$ cat src/rtl/xed_pkg.sv
`default_nettype none

package xed_pkg;

  localparam int unsigned QUEUE_DEPTH = 4;

  localparam int unsigned CODE_W = 21;
  localparam logic [CODE_W-1:0] CODE_LIMIT = 21'h110000;
  localparam logic [CODE_W-1:0] CODE_2B    = 21'h000080;
  localparam logic [CODE_W-1:0] CODE_3B    = 21'h000800;
  localparam logic [CODE_W-1:0] CODE_4B    = 21'h010000;

  localparam logic [7:0] CH_AMP = 8'h26;

  localparam logic [7:0] UTF8_LEAD2 = 8'hC0;
  localparam logic [7:0] UTF8_LEAD3 = 8'hE0;
  localparam logic [7:0] UTF8_LEAD4 = 8'hF0;
  localparam logic [7:0] UTF8_CONT  = 8'h80;

  typedef logic [2:0] err_t;
  localparam err_t ERR_NONE     = 3'd0;
  localparam err_t ERR_BAD_NAME = 3'd1;
  localparam err_t ERR_NO_SEMI  = 3'd2;
  localparam err_t ERR_RANGE    = 3'd3;
  localparam err_t ERR_UNTERM   = 3'd4;

  typedef enum logic [3:0] {
    PH_PLAIN,
    PH_AMP,
    PH_A,
    PH_AM,
    PH_AP,
    PH_APO,
    PH_Q,
    PH_QU,
    PH_T,
    PH_SEMI,
    PH_HASH,
    PH_DIGITS
  } phase_t;

  // BYTE: one byte; AMP2: '&' then a byte; UTF8: encoded code point;
  // FLAG: one result without a byte, carries the error code
  typedef enum logic [1:0] {
    CMD_BYTE,
    CMD_AMP2,
    CMD_UTF8,
    CMD_FLAG
  } cmd_kind_t;

  typedef struct packed {
    cmd_kind_t         kind;
    logic [1:0]        last_idx;
    logic [CODE_W-1:0] data;
    err_t              err;
    logic              eov;
  } xed_cmd_t;

endpackage

`default_nettype wire

$ cat src/rtl/xed_front.sv
`default_nettype none

module xed_front (
  input  wire logic             clk,
  input  wire logic             rst_n,
  input  wire logic             in_push,
  input  wire logic             q_full,
  input  wire logic [7:0]       in_byte,
  input  wire logic             in_end_of_value,
  output logic                  cmd_push,
  output xed_pkg::xed_cmd_t     cmd
);

  localparam logic [7:0] CH_A     = 8'h61;
  localparam logic [7:0] CH_G     = 8'h67;
  localparam logic [7:0] CH_L     = 8'h6C;
  localparam logic [7:0] CH_Q     = 8'h71;
  localparam logic [7:0] CH_HASH  = 8'h23;
  localparam logic [7:0] CH_M     = 8'h6D;
  localparam logic [7:0] CH_P     = 8'h70;
  localparam logic [7:0] CH_O     = 8'h6F;
  localparam logic [7:0] CH_S     = 8'h73;
  localparam logic [7:0] CH_U     = 8'h75;
  localparam logic [7:0] CH_T     = 8'h74;
  localparam logic [7:0] CH_SEMI  = 8'h3B;
  localparam logic [7:0] CH_X     = 8'h78;
  localparam logic [7:0] CH_GT    = 8'h3E;
  localparam logic [7:0] CH_LT    = 8'h3C;
  localparam logic [7:0] CH_QUOT  = 8'h22;
  localparam logic [7:0] CH_APOS  = 8'h27;

  localparam int unsigned SUM_W = xed_pkg::CODE_W + 5;

  xed_pkg::phase_t phase_r, phase_nxt, phase_step;
  logic [xed_pkg::CODE_W-1:0] acc_r, acc_nxt, acc_step;
  logic ovf_r, ovf_nxt, ovf_step;
  logic hex_r, hex_nxt, hex_step;
  logic drop_r, drop_nxt;

  logic accept;
  logic use_hex;
  logic dig_ok;
  logic [3:0] dig_val;
  logic [SUM_W-1:0] acc_prod;
  logic [SUM_W-1:0] acc_sum;
  logic sum_big;

  xed_pkg::err_t err_raw;
  logic pre_vld;
  xed_pkg::cmd_kind_t pre_kind;
  logic [7:0] pre_byte;
  logic cmd_vld;

  assign accept = in_push && !q_full;

  assign use_hex = (phase_r == xed_pkg::PH_DIGITS) && hex_r;

  always_comb begin
    dig_ok  = 1'b0;
    dig_val = 4'd0;
    if (in_byte >= 8'h30 && in_byte <= 8'h39) begin
      dig_ok  = 1'b1;
      dig_val = 4'(in_byte - 8'h30);
    end else if (use_hex && in_byte >= 8'h41 && in_byte <= 8'h46) begin
      dig_ok  = 1'b1;
      dig_val = 4'(in_byte - 8'h37);
    end else if (use_hex && in_byte >= 8'h61 && in_byte <= 8'h66) begin
      dig_ok  = 1'b1;
      dig_val = 4'(in_byte - 8'h57);
    end
  end

  always_comb begin
    if (use_hex) begin
      acc_prod = {1'b0, acc_r, 4'b0000};
    end else begin
      acc_prod = {2'b00, acc_r, 3'b000} + {4'b0000, acc_r, 1'b0};
    end
    acc_sum = acc_prod + SUM_W'(dig_val);
    sum_big = acc_sum >= SUM_W'(xed_pkg::CODE_LIMIT);
  end

  // per-byte decode of the reference grammar
  always_comb begin
    phase_step = phase_r;
    acc_step   = acc_r;
    ovf_step   = ovf_r;
    hex_step   = hex_r;
    err_raw    = xed_pkg::ERR_NONE;
    pre_vld    = 1'b0;
    pre_kind   = xed_pkg::CMD_BYTE;
    pre_byte   = in_byte;
    unique case (phase_r)
      xed_pkg::PH_AMP: begin
        if (in_byte == CH_A) begin
          phase_step = xed_pkg::PH_A;
        end else if (in_byte == CH_G) begin
          acc_step   = xed_pkg::CODE_W'(CH_GT);
          phase_step = xed_pkg::PH_T;
        end else if (in_byte == CH_L) begin
          acc_step   = xed_pkg::CODE_W'(CH_LT);
          phase_step = xed_pkg::PH_T;
        end else if (in_byte == CH_Q) begin
          phase_step = xed_pkg::PH_Q;
        end else if (in_byte == CH_HASH) begin
          acc_step   = '0;
          ovf_step   = 1'b0;
          phase_step = xed_pkg::PH_HASH;
        end else if (in_byte == xed_pkg::CH_AMP) begin
          pre_vld    = 1'b1;
          pre_kind   = xed_pkg::CMD_BYTE;
          pre_byte   = xed_pkg::CH_AMP;
          phase_step = xed_pkg::PH_AMP;
        end else begin
          pre_vld    = 1'b1;
          pre_kind   = xed_pkg::CMD_AMP2;
          phase_step = xed_pkg::PH_PLAIN;
        end
      end
      xed_pkg::PH_A: begin
        if (in_byte == CH_M) begin
          phase_step = xed_pkg::PH_AM;
        end else if (in_byte == CH_P) begin
          phase_step = xed_pkg::PH_AP;
        end else begin
          err_raw = xed_pkg::ERR_BAD_NAME;
        end
      end
      xed_pkg::PH_AM: begin
        if (in_byte == CH_P) begin
          acc_step   = xed_pkg::CODE_W'(xed_pkg::CH_AMP);
          phase_step = xed_pkg::PH_SEMI;
        end else begin
          err_raw = xed_pkg::ERR_BAD_NAME;
        end
      end
      xed_pkg::PH_AP: begin
        if (in_byte == CH_O) begin
          phase_step = xed_pkg::PH_APO;
        end else begin
          err_raw = xed_pkg::ERR_BAD_NAME;
        end
      end
      xed_pkg::PH_APO: begin
        if (in_byte == CH_S) begin
          acc_step   = xed_pkg::CODE_W'(CH_APOS);
          phase_step = xed_pkg::PH_SEMI;
        end else begin
          err_raw = xed_pkg::ERR_BAD_NAME;
        end
      end
      xed_pkg::PH_Q: begin
        if (in_byte == CH_U) begin
          phase_step = xed_pkg::PH_QU;
        end else begin
          err_raw = xed_pkg::ERR_BAD_NAME;
        end
      end
      xed_pkg::PH_QU: begin
        if (in_byte == CH_O) begin
          acc_step   = xed_pkg::CODE_W'(CH_QUOT);
          phase_step = xed_pkg::PH_T;
        end else begin
          err_raw = xed_pkg::ERR_BAD_NAME;
        end
      end
      xed_pkg::PH_T: begin
        if (in_byte == CH_T) begin
          phase_step = xed_pkg::PH_SEMI;
        end else begin
          err_raw = xed_pkg::ERR_BAD_NAME;
        end
      end
      xed_pkg::PH_SEMI: begin
        if (in_byte == CH_SEMI) begin
          pre_vld    = 1'b1;
          pre_kind   = xed_pkg::CMD_BYTE;
          pre_byte   = acc_r[7:0];
          acc_step   = '0;
          phase_step = xed_pkg::PH_PLAIN;
        end else begin
          err_raw = xed_pkg::ERR_BAD_NAME;
        end
      end
      xed_pkg::PH_HASH, xed_pkg::PH_DIGITS: begin
        phase_step = xed_pkg::PH_DIGITS;
        if (phase_r == xed_pkg::PH_HASH && in_byte == CH_X) begin
          hex_step = 1'b1;
        end else begin
          if (phase_r == xed_pkg::PH_HASH) begin
            hex_step = 1'b0;
          end
          if (dig_ok) begin
            if (!ovf_r) begin
              if (sum_big) begin
                ovf_step = 1'b1;
                acc_step = xed_pkg::CODE_LIMIT;
              end else begin
                acc_step = acc_sum[xed_pkg::CODE_W-1:0];
              end
            end
          end else if (in_byte != CH_SEMI) begin
            err_raw = xed_pkg::ERR_NO_SEMI;
          end else if (ovf_r) begin
            err_raw = xed_pkg::ERR_RANGE;
          end else begin
            pre_vld    = 1'b1;
            pre_kind   = xed_pkg::CMD_UTF8;
            phase_step = xed_pkg::PH_PLAIN;
          end
        end
      end
      default: begin
        phase_step = xed_pkg::PH_PLAIN;
        if (in_byte == xed_pkg::CH_AMP) begin
          phase_step = xed_pkg::PH_AMP;
        end else begin
          pre_vld  = 1'b1;
          pre_kind = xed_pkg::CMD_BYTE;
        end
      end
    endcase
  end

  // next state
  always_comb begin
    phase_nxt = phase_r;
    acc_nxt   = acc_r;
    ovf_nxt   = ovf_r;
    hex_nxt   = hex_r;
    drop_nxt  = drop_r;
    if (accept) begin
      if (in_end_of_value) begin
        phase_nxt = xed_pkg::PH_PLAIN;
        acc_nxt   = '0;
        ovf_nxt   = 1'b0;
        hex_nxt   = 1'b0;
        drop_nxt  = 1'b0;
      end else if (!drop_r) begin
        acc_nxt = acc_step;
        ovf_nxt = ovf_step;
        hex_nxt = hex_step;
        if (err_raw != xed_pkg::ERR_NONE) begin
          phase_nxt = xed_pkg::PH_PLAIN;
          drop_nxt  = 1'b1;
        end else begin
          phase_nxt = phase_step;
        end
      end
    end
  end

  // transaction toward the back end
  always_comb begin
    cmd_vld      = 1'b0;
    cmd.kind     = pre_kind;
    cmd.last_idx = 2'd0;
    cmd.data     = xed_pkg::CODE_W'(pre_byte);
    cmd.err      = xed_pkg::ERR_NONE;
    cmd.eov      = in_end_of_value;
    if (drop_r) begin
      if (in_end_of_value) begin
        cmd_vld  = 1'b1;
        cmd.kind = xed_pkg::CMD_FLAG;
      end
    end else if (err_raw != xed_pkg::ERR_NONE) begin
      cmd_vld  = 1'b1;
      cmd.kind = xed_pkg::CMD_FLAG;
      cmd.err  = err_raw;
    end else if (in_end_of_value && phase_step == xed_pkg::PH_AMP) begin
      cmd_vld  = 1'b1;
      cmd.data = xed_pkg::CODE_W'(xed_pkg::CH_AMP);
      if (pre_vld) begin
        cmd.kind     = xed_pkg::CMD_AMP2;
        cmd.last_idx = 2'd1;
      end else begin
        cmd.kind = xed_pkg::CMD_BYTE;
      end
    end else if (in_end_of_value && phase_step != xed_pkg::PH_PLAIN) begin
      cmd_vld  = 1'b1;
      cmd.kind = xed_pkg::CMD_FLAG;
      cmd.err  = xed_pkg::ERR_UNTERM;
    end else if (pre_vld) begin
      cmd_vld = 1'b1;
      case (pre_kind)
        xed_pkg::CMD_AMP2: begin
          cmd.last_idx = 2'd1;
        end
        xed_pkg::CMD_UTF8: begin
          cmd.data = acc_r;
          if (acc_r < xed_pkg::CODE_2B) begin
            cmd.last_idx = 2'd0;
          end else if (acc_r < xed_pkg::CODE_3B) begin
            cmd.last_idx = 2'd1;
          end else if (acc_r < xed_pkg::CODE_4B) begin
            cmd.last_idx = 2'd2;
          end else begin
            cmd.last_idx = 2'd3;
          end
        end
        default: begin
          cmd.last_idx = 2'd0;
        end
      endcase
    end
  end

  assign cmd_push = accept && cmd_vld;

  always_ff @(posedge clk) begin
    if (!rst_n) begin
      phase_r <= xed_pkg::PH_PLAIN;
      acc_r   <= '0;
      ovf_r   <= 1'b0;
      hex_r   <= 1'b0;
      drop_r  <= 1'b0;
    end else begin
      phase_r <= phase_nxt;
      acc_r   <= acc_nxt;
      ovf_r   <= ovf_nxt;
      hex_r   <= hex_nxt;
      drop_r  <= drop_nxt;
    end
  end

endmodule

`default_nettype wire

$ cat src/rtl/xed_queue.sv
`default_nettype none

module xed_queue #(
  parameter int unsigned DEPTH = xed_pkg::QUEUE_DEPTH
) (
  input  wire logic              clk,
  input  wire logic              rst_n,
  input  wire logic              wr_en,
  input  wire xed_pkg::xed_cmd_t wr_data,
  output logic                   q_full,
  input  wire logic              rd_en,
  output logic                   q_empty,
  output xed_pkg::xed_cmd_t      rd_data
);

  localparam int unsigned AW = (DEPTH > 1) ? $clog2(DEPTH) : 1;
  localparam int unsigned CW = $clog2(DEPTH + 1);

  xed_pkg::xed_cmd_t slot_r [DEPTH];
  logic [AW-1:0] wr_ptr_r, wr_ptr_nxt;
  logic [AW-1:0] rd_ptr_r, rd_ptr_nxt;
  logic [CW-1:0] cnt_r, cnt_nxt;
  logic do_wr, do_rd;

  assign q_full  = cnt_r == CW'(DEPTH);
  assign q_empty = cnt_r == '0;
  assign do_wr   = wr_en && !q_full;
  assign do_rd   = rd_en && !q_empty;
  assign rd_data = slot_r[rd_ptr_r];

  always_comb begin
    wr_ptr_nxt = wr_ptr_r;
    rd_ptr_nxt = rd_ptr_r;
    cnt_nxt    = cnt_r;
    if (do_wr) begin
      wr_ptr_nxt = (wr_ptr_r == AW'(DEPTH - 1)) ? '0 : wr_ptr_r + AW'(1);
    end
    if (do_rd) begin
      rd_ptr_nxt = (rd_ptr_r == AW'(DEPTH - 1)) ? '0 : rd_ptr_r + AW'(1);
    end
    if (do_wr && !do_rd) begin
      cnt_nxt = cnt_r + CW'(1);
    end else if (do_rd && !do_wr) begin
      cnt_nxt = cnt_r - CW'(1);
    end
  end

  always_ff @(posedge clk) begin
    if (do_wr) begin
      slot_r[wr_ptr_r] <= wr_data;
    end
  end

  always_ff @(posedge clk) begin
    if (!rst_n) begin
      wr_ptr_r <= '0;
      rd_ptr_r <= '0;
      cnt_r    <= '0;
    end else begin
      wr_ptr_r <= wr_ptr_nxt;
      rd_ptr_r <= rd_ptr_nxt;
      cnt_r    <= cnt_nxt;
    end
  end

endmodule

`default_nettype wire

$ cat src/rtl/xed_back.sv
`default_nettype none

module xed_back (
  input  wire logic              clk,
  input  wire logic              rst_n,
  input  wire logic              q_empty,
  input  wire xed_pkg::xed_cmd_t q_head,
  output logic                   q_pop,
  output logic                   out_empty,
  input  wire logic              out_pop,
  output logic [7:0]             out_byte,
  output logic                   out_byte_valid,
  output logic [2:0]             out_error_code,
  output logic                   out_value_done,
  output logic                   out_last_of_run
);

  logic [1:0] idx_r, idx_nxt;
  logic       vld_r, vld_nxt;
  logic [7:0] byte_r;
  logic       bval_r;
  xed_pkg::err_t err_r;
  logic       done_r, last_r;

  logic       load;
  logic       is_last;
  logic [7:0] sel_byte;
  logic       sel_bval;
  xed_pkg::err_t sel_err;
  logic [xed_pkg::CODE_W-1:0] code;

  assign code    = q_head.data;
  assign load    = !q_empty && (!vld_r || out_pop);
  assign is_last = idx_r == q_head.last_idx;
  assign q_pop   = load && is_last;

  always_comb begin
    sel_byte = q_head.data[7:0];
    sel_bval = 1'b1;
    sel_err  = xed_pkg::ERR_NONE;
    unique case (q_head.kind)
      xed_pkg::CMD_BYTE: begin
        sel_byte = q_head.data[7:0];
      end
      xed_pkg::CMD_AMP2: begin
        sel_byte = (idx_r == 2'd0) ? xed_pkg::CH_AMP : q_head.data[7:0];
      end
      xed_pkg::CMD_UTF8: begin
        case ({q_head.last_idx, idx_r})
          4'b00_00: sel_byte = {1'b0, code[6:0]};
          4'b01_00: sel_byte = xed_pkg::UTF8_LEAD2 | {3'b000, code[10:6]};
          4'b10_00: sel_byte = xed_pkg::UTF8_LEAD3 | {4'b0000, code[15:12]};
          4'b11_00: sel_byte = xed_pkg::UTF8_LEAD4 | {5'b00000, code[20:18]};
          4'b11_01: sel_byte = xed_pkg::UTF8_CONT | {2'b00, code[17:12]};
          4'b10_01, 4'b11_10: sel_byte = xed_pkg::UTF8_CONT | {2'b00, code[11:6]};
          default: sel_byte = xed_pkg::UTF8_CONT | {2'b00, code[5:0]};
        endcase
      end
      xed_pkg::CMD_FLAG: begin
        sel_byte = 8'h00;
        sel_bval = 1'b0;
        sel_err  = q_head.err;
      end
      default: begin
        sel_byte = 8'h00;
      end
    endcase
  end

  always_comb begin
    idx_nxt = idx_r;
    vld_nxt = vld_r;
    if (load) begin
      vld_nxt = 1'b1;
      idx_nxt = is_last ? 2'd0 : idx_r + 2'd1;
    end else if (out_pop) begin
      vld_nxt = 1'b0;
    end
  end

  always_ff @(posedge clk) begin
    if (load) begin
      byte_r <= sel_byte;
      bval_r <= sel_bval;
      err_r  <= sel_err;
      done_r <= is_last && q_head.eov;
      last_r <= is_last;
    end
  end

  always_ff @(posedge clk) begin
    if (!rst_n) begin
      idx_r <= 2'd0;
      vld_r <= 1'b0;
    end else begin
      idx_r <= idx_nxt;
      vld_r <= vld_nxt;
    end
  end

  assign out_empty       = !vld_r;
  assign out_byte        = byte_r;
  assign out_byte_valid  = bval_r;
  assign out_error_code  = err_r;
  assign out_value_done  = done_r;
  assign out_last_of_run = last_r;

endmodule

`default_nettype wire

$ cat src/rtl/xml_entity_to_utf8_decoder_top.sv
// XML character reference decoder, escaped value bytes in, UTF-8 bytes out.
// Input side is a queue write port: present in_byte / in_end_of_value with
// push; the byte is taken on a clock edge where push is high and full low.
// Result side is a queue read port: while empty is low the oldest result
// sits on the out_ ports; pop takes it. Each input yields zero to four
// results; out_last_of_run marks the last one of an input, out_value_done
// the last one of the value's final byte. Errors give one result with
// out_byte_valid low and the code; the rest of that value is discarded,
// its final byte giving only a byteless result with no error code.
// Throughput: one input per cycle while each gives at most one result and
// pop is high; the single output stage emits one result per cycle while
// pop is high, so an input that expands to more than one byte holds the
// back end, and the command queue (QUEUE_DEPTH entries) absorbs that
// before full rises. When the receiver stalls, the output holds, the queue
// fills and full rises; nothing is lost. Synchronous reset clears the
// decode state, the queue and the output stage; empty is high and full low
// after reset.
`default_nettype none

module xml_entity_to_utf8_decoder_top #(
  parameter int unsigned QUEUE_DEPTH = xed_pkg::QUEUE_DEPTH
) (
  input  wire logic       clk,
  input  wire logic       rst_n,
  input  wire logic       push,
  output logic            full,
  input  wire logic [7:0] in_byte,
  input  wire logic       in_end_of_value,
  output logic            empty,
  input  wire logic       pop,
  output logic [7:0]      out_byte,
  output logic            out_byte_valid,
  output logic [2:0]      out_error_code,
  output logic            out_value_done,
  output logic            out_last_of_run
);

  logic              cmd_push;
  xed_pkg::xed_cmd_t cmd;
  logic              q_empty;
  logic              q_pop;
  xed_pkg::xed_cmd_t q_head;

  xed_front u_front (
    .clk             (clk),
    .rst_n           (rst_n),
    .in_push         (push),
    .q_full          (full),
    .in_byte         (in_byte),
    .in_end_of_value (in_end_of_value),
    .cmd_push        (cmd_push),
    .cmd             (cmd)
  );

  xed_queue #(
    .DEPTH (QUEUE_DEPTH)
  ) u_queue (
    .clk     (clk),
    .rst_n   (rst_n),
    .wr_en   (cmd_push),
    .wr_data (cmd),
    .q_full  (full),
    .rd_en   (q_pop),
    .q_empty (q_empty),
    .rd_data (q_head)
  );

  xed_back u_back (
    .clk             (clk),
    .rst_n           (rst_n),
    .q_empty         (q_empty),
    .q_head          (q_head),
    .q_pop           (q_pop),
    .out_empty       (empty),
    .out_pop         (pop),
    .out_byte        (out_byte),
    .out_byte_valid  (out_byte_valid),
    .out_error_code  (out_error_code),
    .out_value_done  (out_value_done),
    .out_last_of_run (out_last_of_run)
  );

endmodule

`default_nettype wire

$ cat config.mk
export PLATFORM = sky130hd
export DESIGN_NAME = xml_entity_to_utf8_decoder_top
export DESIGN_NICKNAME = d
export VERILOG_FILES = /design/src/rtl/xed_pkg.sv /design/src/rtl/xed_front.sv /design/src/rtl/xed_queue.sv /design/src/rtl/xed_back.sv /design/src/rtl/xml_entity_to_utf8_decoder_top.sv
export SDC_FILE = /design/constraint.sdc
export NUM_CORES = 1
export LEC_CHECK = 0
export BUFFER_PORTS_ARGS = -buffer_cell sky130_fd_sc_hd__buf_4
export CAP_MARGIN = 0
export CORE_MARGIN = 3
export CORE_UTILIZATION = 52
export DETAILED_ROUTE_END_ITERATION = 6
export GPL_TIMING_DRIVEN = 0
export PLACE_DENSITY = 0.78
export SLEW_MARGIN = 20
export SYNTH_ARGS = -nofsm -noshare
export SYNTH_HDL_FRONTEND = slang
export SYNTH_SLANG_ARGS = --single-unit
$ cat constraint.sdc
create_clock -name clk -period 6.5 [get_ports clk]
set_clock_uncertainty 0.15 [all_clocks]
set_input_delay 0.325 -clock clk [delete_from_list [all_inputs] [get_ports clk]]
set_output_delay 0.325 -clock clk [all_outputs]
set_load 0.005 [all_outputs]
==> results.json, run 1 <==
{
  "dr.pass1.iters": 6,
  "finalSetupViolations": 0,
  "ys_seq_elements": 170,
  "final-max-slew-violation-count": 0,
  "grt_max_degree": 30,
  "hold_path_class": "primary input to register",
  "rsz0062_at_grt": "false",
  "rows": 51,
  "nFillCells": 1606,
  "hold_start": "pop",
  "switching_share_pct": 28.3,
  "vias_per_cell": 6.24,
  "crit_type": "register to register",
  "tritoncts": "yes",
  "power.switching_uw": 959,
  "setup-tns-final_ps": 0,
  "first_iter_violations": 915,
  "min_period_ps": 4790,
  "clock_latency_ps": 430,
  "grt_pass1_wl_mm": 41.6,
  "drive_gt1_share_pct": 16.3,
  "overflow": 0,
  "numPortBuffers": 28,
  "worst_r2r_endpoint": "u_front.acc_r[13]$_SDFFE_PN0P_",
  "antenna_found_initial": 0,
  "reg2reg_slack_ps": 1710,
  "final_antenna_net_count": 0,
  "synth_seq_area_share_pct": 45.0,
  "ir_drop_mv": 0.244,
  "wl_per_cell_um": 19.9,
  "crit_required_ps": 6690,
  "num_vias": 8096,
  "die_x_um": 148,
  "synth_common_cells": "edfxtp_1, nand2_1, nor2_1",
  "clockRootBuffer": "clkbuf_16",
  "post-synth-top-count-cell": "edfxtp_1",
  "cts_sinks": 170,
  "syn_area_um2": 10500,
  "whs_endpoint": "u_back.vld_r$_SDFFE_PN0P_",
  "cts_max_level": 4,
  "wirelength_mm": 25.8,
  "yosys_warnings": 0,
  "initial_utilization_pct": 53.4,
  "relSlewSlack_pct": 40.1,
  "dp_hpwl_mm": 18.4,
  "drv_cap": 0,
  "nNetsFinal": 1073,
  "worstPathMaxFanout": 10,
  "avgSynthCellArea_um2": 10.8,
  "cp-start-kind": "register",
  "first_global_vias": 7707,
  "p_leak_uw": 0.00426,
  "tightestPinTransition_ps": 899,
  "yosysTopAreaCell": "edfxtp_1",
  "power.density_nw_per_um2": 290,
  "ys.flop_type": "edfxtp_1",
  "combinationalPowerShare_pct": 26.1,
  "fmax_mhz": 209,
  "area_growth_pct": 11.6,
  "synth_area_leaders": "edfxtp_1, dfxtp_1, mux4_2, ha_1, nand2_1",
  "worst_ep_arrival_time_ps": 4980,
  "diodes": 0,
  "multi_input_area_um2": 5400,
  "reg2regPathDepth": 21,
  "grt_util_all_layers_pct": 24.1,
  "die_h_um": 148,
  "async_flop_share_pct": 0,
  "hold_depth": 4,
  "synth_cell_types": 94,
  "clockBufferDepth": 2,
  "clockPowerShare_pct": 32.7,
  "p_int_uw": 2430,
  "finalWorstSetupSlack_ps": 1710,
  "io_pins": 29,
  "reg2reg_from": "u_front.phase_r[1]$_SDFFE_PN0P_",
  "drcViolationCount": 0,
  "place_congestion": 0.951,
  "seqCellArea_um2": 4700,
  "coreArea_um2": 19600,
  "synth-edff-count": 130,
  "final_hold_viol_count": 0,
  "outcome": "complete, no violations",
  "numCtsBuffers": 17,
  "pwr-share-seq_pct": 41.1,
  "cts.reportedPaths.clkPinSlew_ps": 70,
  "cts-resized-gates": 0,
  "min_period_over_period_pct": 73.6,
  "synth_nets": 1025,
  "fp.dieArea_um2": 21900,
  "syn_inst": 972,
  "place_ws_ps": 1570,
  "critPathCaptureType": "register",
  "synth_top_area_share_pct": 37.3
}
-- state kept, by name, indices dropped and copies added, names as in the netlist, 2 cells and up, named ones only --
signal                 flops
u_back.out_error_code      3
u_back.idx_r               2
u_back.out_byte            8
u_queue.wr_ptr_r           2
u_front.acc_r             21
u_front.phase_r            4
u_queue.slot_r           116
u_queue.rd_ptr_r           2
u_queue.cnt_r              3
-- worst max-delay path: stages (launching register included) --
cell and delay, ps:
dfxtp_1 310, buf_4 170, and3b_1 160, buf_4 160
nand3_2 90, buf_6 140, buf_4 170, clkbuf_1 410
and2_1 200, ha_1 160, inv_1 60, fa_1 400
inv_1 80, a21oi_1 70, nor2_2 240, nand3_1 160
nor4_4 290, and4_1 310, mux2i_4 350, o31ai_4 180
buf_8 190, o31ai_2 230
-- cell usage in the layout (no fill, tap or decap), drive strengths merged, types with 9 or more instances in the layout --
master / instances
nor3: 23
a211oi: 9
nand4: 17
buf: 46
xor2: 16
a21o: 10
and3: 11
o31ai: 18
a21boi: 11
and2: 36
a31oi: 11
ha: 37
mux2i: 13
nand2: 105
o211ai: 12
mux2: 9
dfxtp: 40
nor2: 53
clkbuf: 50
nor2b: 21
mux4: 27
o21a: 13
inv: 35
nand3: 30
o22ai: 13
o21ai: 41
a21oi: 50
nor4: 11
edfxtp: 130
xnor2: 18
-- power groups by stage --
stage | logic (µW) | registers (µW) | clock network [µW]
3_3_place_gp | 842 | 1410 | 0
6_report | 885 | 1390 | 1110
5_1_grt | 970 | 1410 | 1170
4_1_cts | 884 | 1390 | 1120
2_1_floorplan | 603 | 1410 | 0
3_5_place_dp | 867 | 1410 | 0
-- layout make-up --
| class | count | area share [%] |
|---|---|---|
| Buffer | 50 | 2.10 |
| Clock buffer | 18 | 3.76 |
| Clock inverter | 14 | 1.84 |
| Inverter | 31 | 0.997 |
| Multi-Input combinational cell | 721 | 46.3 |
| Sequential cell | 170 | 40.3 |
| Tap cell | 265 | 2.84 |
| Timing Repair Buffer | 29 | 1.89 |
-- routing by layer --
layer | share of wire [%] | track usage, %
met1 | 44 | 34.0
met2 | 47 | 37.9
met3 | 6.5 | 4.05
met4 | 2.8 | 8.64
met5 | 0 | 0
-- stage by stage --
stage / cells / area [µm²] / util [%] / total power, µW / hold WS (ps)
final: 1298 / 11700 / 59.6 / 3390 / 33.9
after global routing: 1298 / 11700 / 59.6 / 3540 / 77.4
after CTS: 1298 / 11700 / 59.6 / 3400 / 26.5
after detailed placement: 1265 / 11000 / 56.2 / 2280 / 340
after global placement: 1265 / 11000 / 56.2 / 2250 / 316
after floorplan: 972 / 10500 / - / 2010 / 274
-- how the worst max path moves through the flow --
| stage | start | end | slack (ps) | cells past startpoint |
|---|---|---|---|---|
| 6_report | u_front.phase_r[1]$_SDFFE_PN0P_ | u_front.acc_r[13]$_SDFFE_PN0P_ | 1710 | 21 |
| 5_1_grt | u_front.phase_r[3]$_SDFFE_PN0P_ | u_front.acc_r[15]$_SDFFE_PN0P_ | 1400 | 21 |
| 4_1_cts | u_front.phase_r[3]$_SDFFE_PN0P_ | u_front.acc_r[13]$_SDFFE_PN0P_ | 1730 | 21 |
| 3_5_place_dp | in_byte[0] | u_front.acc_r[13]$_SDFFE_PN0P_ | 1570 | 21 |
| 3_3_place_gp | in_byte[0] | u_queue.slot_r[1][23]$_DFFE_PP_ | 1560 | 13 |
| 2_1_floorplan | in_byte[0] | u_front.acc_r[12]$_SDFFE_PN0P_ | 2260 | 20 |
-- logic make-up (layout without fill, tap and decap cells) --
family / Yosys count / after routing / synth area share, %
and+or+nand+nor: 355 / 355 / 18.1
AOI/OAI and AO/OA: 243 / 243 / 17.4
DFF: 170 / 170 / 45.0
buffers and inverters: 81 / 142 / 3.46
muxes: 49 / 49 / 8.15
adders and majority gates: 40 / 40 / 5.00
xor gates and xnor gates: 34 / 34 / 2.92
-- repair_timing --
action                                 4_1_cts  5_1_grt
endpoints found under the hold margin        3        0
hold buffers                                 1        0
setup endpoints to repair                    0        0
setup buffers                                0        0
No activity file was read; power rests on OpenSTA's default activity.
==> inputs of run 2 (changes only) <==
- ABC_AREA: unset -> 1
- clock period: 6.5 -> 4.5 ns (I/O delays scaled with it)
==> run 2 against run 1 <==
Core utilization is 0.76 points higher. Critical endpoint is now u_front.acc_r[17]$_SDFFE_PN0P_. Via count is 14% higher. Worst hold slack worse by 24 ps. Synthesized area is 0.68% lower. Clock-buffer cell count is 1 lower. Largest cell class unchanged. First-iteration DRC count is 13% lower. Critical path depth is 5 higher. Largest power group unchanged. Sequential share of layout area is 0.34 points lower.
==> results.json, run 2 <==
{
  "clockRootBuffer": "clkbuf_16",
  "grt_util_all_layers_pct": 24.4,
  "grt_util_met1_pct": 32.7,
  "avgSynthCellArea_um2": 7.81,
  "grt-busiest-layer": "met2",
  "top_register": "u_queue.slot_r",
  "hold_start": "pop",
  "power.density_nw_per_um2": 427,
  "num_vias": 9246,
  "wl_per_cell_um": 15.8,
  "slowest_stage": "dfxtp_1",
  "synth_top_area_share_pct": 37.6,
  "hold_path_class": "primary input to register",
  "utilization_pct": 60.3,
  "initial_utilization_pct": 53.2,
  "critPathCaptureType": "register",
  "ys_seq_elements": 170,
  "final_common_cell": "nand2_1",
  "worst-path-buf-inv": 5,
  "first_global_vias": 8550,
  "synth_nets": 1384,
  "grt_pass1_wl_mm": 42.2,
  "synth-edff-count": 130,
  "fin_area_um2": 11800,
  "reg2regPathDepth": 26,
  "cts.reportedPaths.clkPinSlew_ps": 70,
  "finalSetupViolations": 0,
  "die_h_um": 147,
  "cts_sinks": 170,
  "antenna_found_initial": 0,
  "syn_inst": 1331,
  "rows": 51,
  "clockBufferDepth": 2,
  "die_x_um": 147,
  "outcome": "complete, no violations",
  "overflow": 0,
  "synth_cell_types": 58,
  "crit_type": "register to register",
  "cp-start-kind": "register",
  "p_leak_uw": 0.00483,
  "yosys_warnings": 0,
  "synth_common_cells": "nand2_1, nor2_1, inv_1",
  "worstPathMaxFanout": 10,
  "fmax_mhz": 234,
  "vias_per_cell": 5.55,
  "first_iter_violations": 797,
  "diodes": 0,
  "nNetsFinal": 1442,
  "synth_seq_area_share_pct": 45.3,
  "layout_common_cells": "nand2_1, nor2_1, inv_1",
  "area_growth_pct": 13.4,
  "final_hold_viol_count": 0,
  "cts_max_level": 4,
  "syn_area_um2": 10400,
  "grt_max_degree": 24,
  "drive_gt1_share_pct": 9.99,
  "hold_depth": 4,
  "yosysTopAreaCell": "edfxtp_1",
  "wirelength_mm": 26.3,
  "tightestPinTransition_ps": 806,
  "dp_hpwl_mm": 19.6,
  "post-synth-top-count-cell": "nand2_1",
  "reg2reg_slack_ps": 220,
  "tritoncts": "yes",
  "drcViolationCount": 0,
  "synth_area_leaders": "edfxtp_1, nand2_1, dfxtp_1, nor2_1, inv_1",
  "largest_reg_flops": 116,
  "coreArea_um2": 19500,
  "async_flop_share_pct": 0,
  "crit_required_ps": 4640,
  "fp.dieArea_um2": 21700,
  "io_pins": 29,
  "drv_cap": 0,
  "place_congestion": 0.949,
  "cpPeakStageDelay_ps": 430,
  "worst_r2r_endpoint": "u_front.acc_r[17]$_SDFFE_PN0P_",
  "numPortBuffers": 27,
  "crit_family": "simple AND/OR/NAND/NOR gates",
  "min_period_ps": 4280,
  "ir_drop_mv": 0.354,
  "dr.pass1.iters": 7,
  "final_antenna_net_count": 0,
  "post_dp_cell_area_um2": 11100,
  "ys.flop_type": "edfxtp_1",
  "final-max-slew-violation-count": 0,
  "worst_ep_arrival_time_ps": 4420,
  "reg2reg_from": "u_front.phase_r[3]$_SDFFE_PN0P_",
  "relSlewSlack_pct": 45.8,
  "grt_use_met2_pct": 40.7,
  "numCtsBuffers": 17,
  "whs_endpoint": "u_back.vld_r$_SDFFE_PN0P_",
  "clock_latency_ps": 430,
  "gr-usage-met3_pct": 3.73,
  "min_period_over_period_pct": 95.1
}
run 2: final cells by class:
class / count / area (µm²)
Buffer: 29 / 146
Clock buffer: 17 / 425
Multi-Input combinational cell: 951 / 4940
Clock inverter: 15 / 173
Sequential cell: 170 / 4710
Tap cell: 265 / 332
Inverter: 181 / 679
Timing Repair Buffer: 39 / 374
Fill cell: 1687 / 7740
run 2: power by group:
part	internal [µW]	total (µW)	switching, µW
Clock	873	1470	597
Sequential	1960	2030	74.8
Combinational	517	1530	1020
Total	3350	5030	1690
run 2: cells by family after synthesis:
group	count (synthesis)	share of synthesized area, %
simple gates	664	27.9
fa+ha+maj	40	5.03
compound gates	232	12.6
xor+xnor	15	1.26
buf+inv	210	7.89
flops	170	45.3
run 2: worst reg2reg max path, stage by stage, from the launching register on:
cell and delay [ps]:
dfxtp_1 430, nand3_1 160, nor2_4 170, buf_6 160
nand3_1 100, nand3_2 90, nand2_1 60, inv_1 60
ha_1 150, inv_1 50, fa_1 380, or2_2 320
nand2_1 80, nand3_2 100, nor2_2 140, nand3_2 120
nor2_4 130, nand4_4 130, nor3_4 240, nand2_1 100
nor3_1 280, nor2_4 90, nand2_4 110, inv_2 60
buf_6 130, nand3_1 100, a21oi_2 60
run 2: repair_timing:
action	CTS	global route
gates resized for setup	2	11
hold buffers	2	0
endpoints found under the setup margin	22	22
pin swaps	1	2
hold endpoints to repair	7	0
buffers inserted	1	4
gates cloned	0	0
run 2: worst max path at each step:
| stage | startpoint | to | cells past startpoint |
|---|---|---|---|
| finish | u_front.phase_r[3]$_SDFFE_PN0P_ | u_front.acc_r[17]$_SDFFE_PN0P_ | 26 |
| global route | in_byte[0] | u_front.acc_r[14]$_SDFFE_PN0P_ | 28 |
| CTS | u_front.phase_r[2]$_SDFFE_PN0P_ | u_front.acc_r[17]$_SDFFE_PN0P_ | 27 |
| detailed placement | u_front.phase_r[1]$_SDFFE_PN0P_ | u_front.acc_r[17]$_SDFFE_PN0P_ | 26 |
| global placement | in_byte[0] | u_queue.slot_r[2][5]$_DFFE_PP_ | 12 |
| floorplan | in_byte[0] | u_front.acc_r[17]$_SDFFE_PN0P_ | 26 |
run 2: routing by layer:
metal / vias to the layer above / part of all wire [%]
li1: 4568 / -
met1: 4281 / 44
met2: 340 / 47
met3: 57 / 6.3
met4: 0 / 2.6
met5: - / 0
run 2: stage by stage:
stage	instances	hold slack [ps]	power (µW)	setup WS [ps]	setup TNS [ps]
6_report	1667	10.1	5030	220	0
5_1_grt	1667	45.4	5280	-15.4	-15.4
4_1_cts	1663	5.24	5020	57.1	0
3_5_place_dp	1628	348	3560	-351	-5370
3_3_place_gp	1623	335	3470	-896	-107190
2_1_floorplan	1331	174	3010	455	0
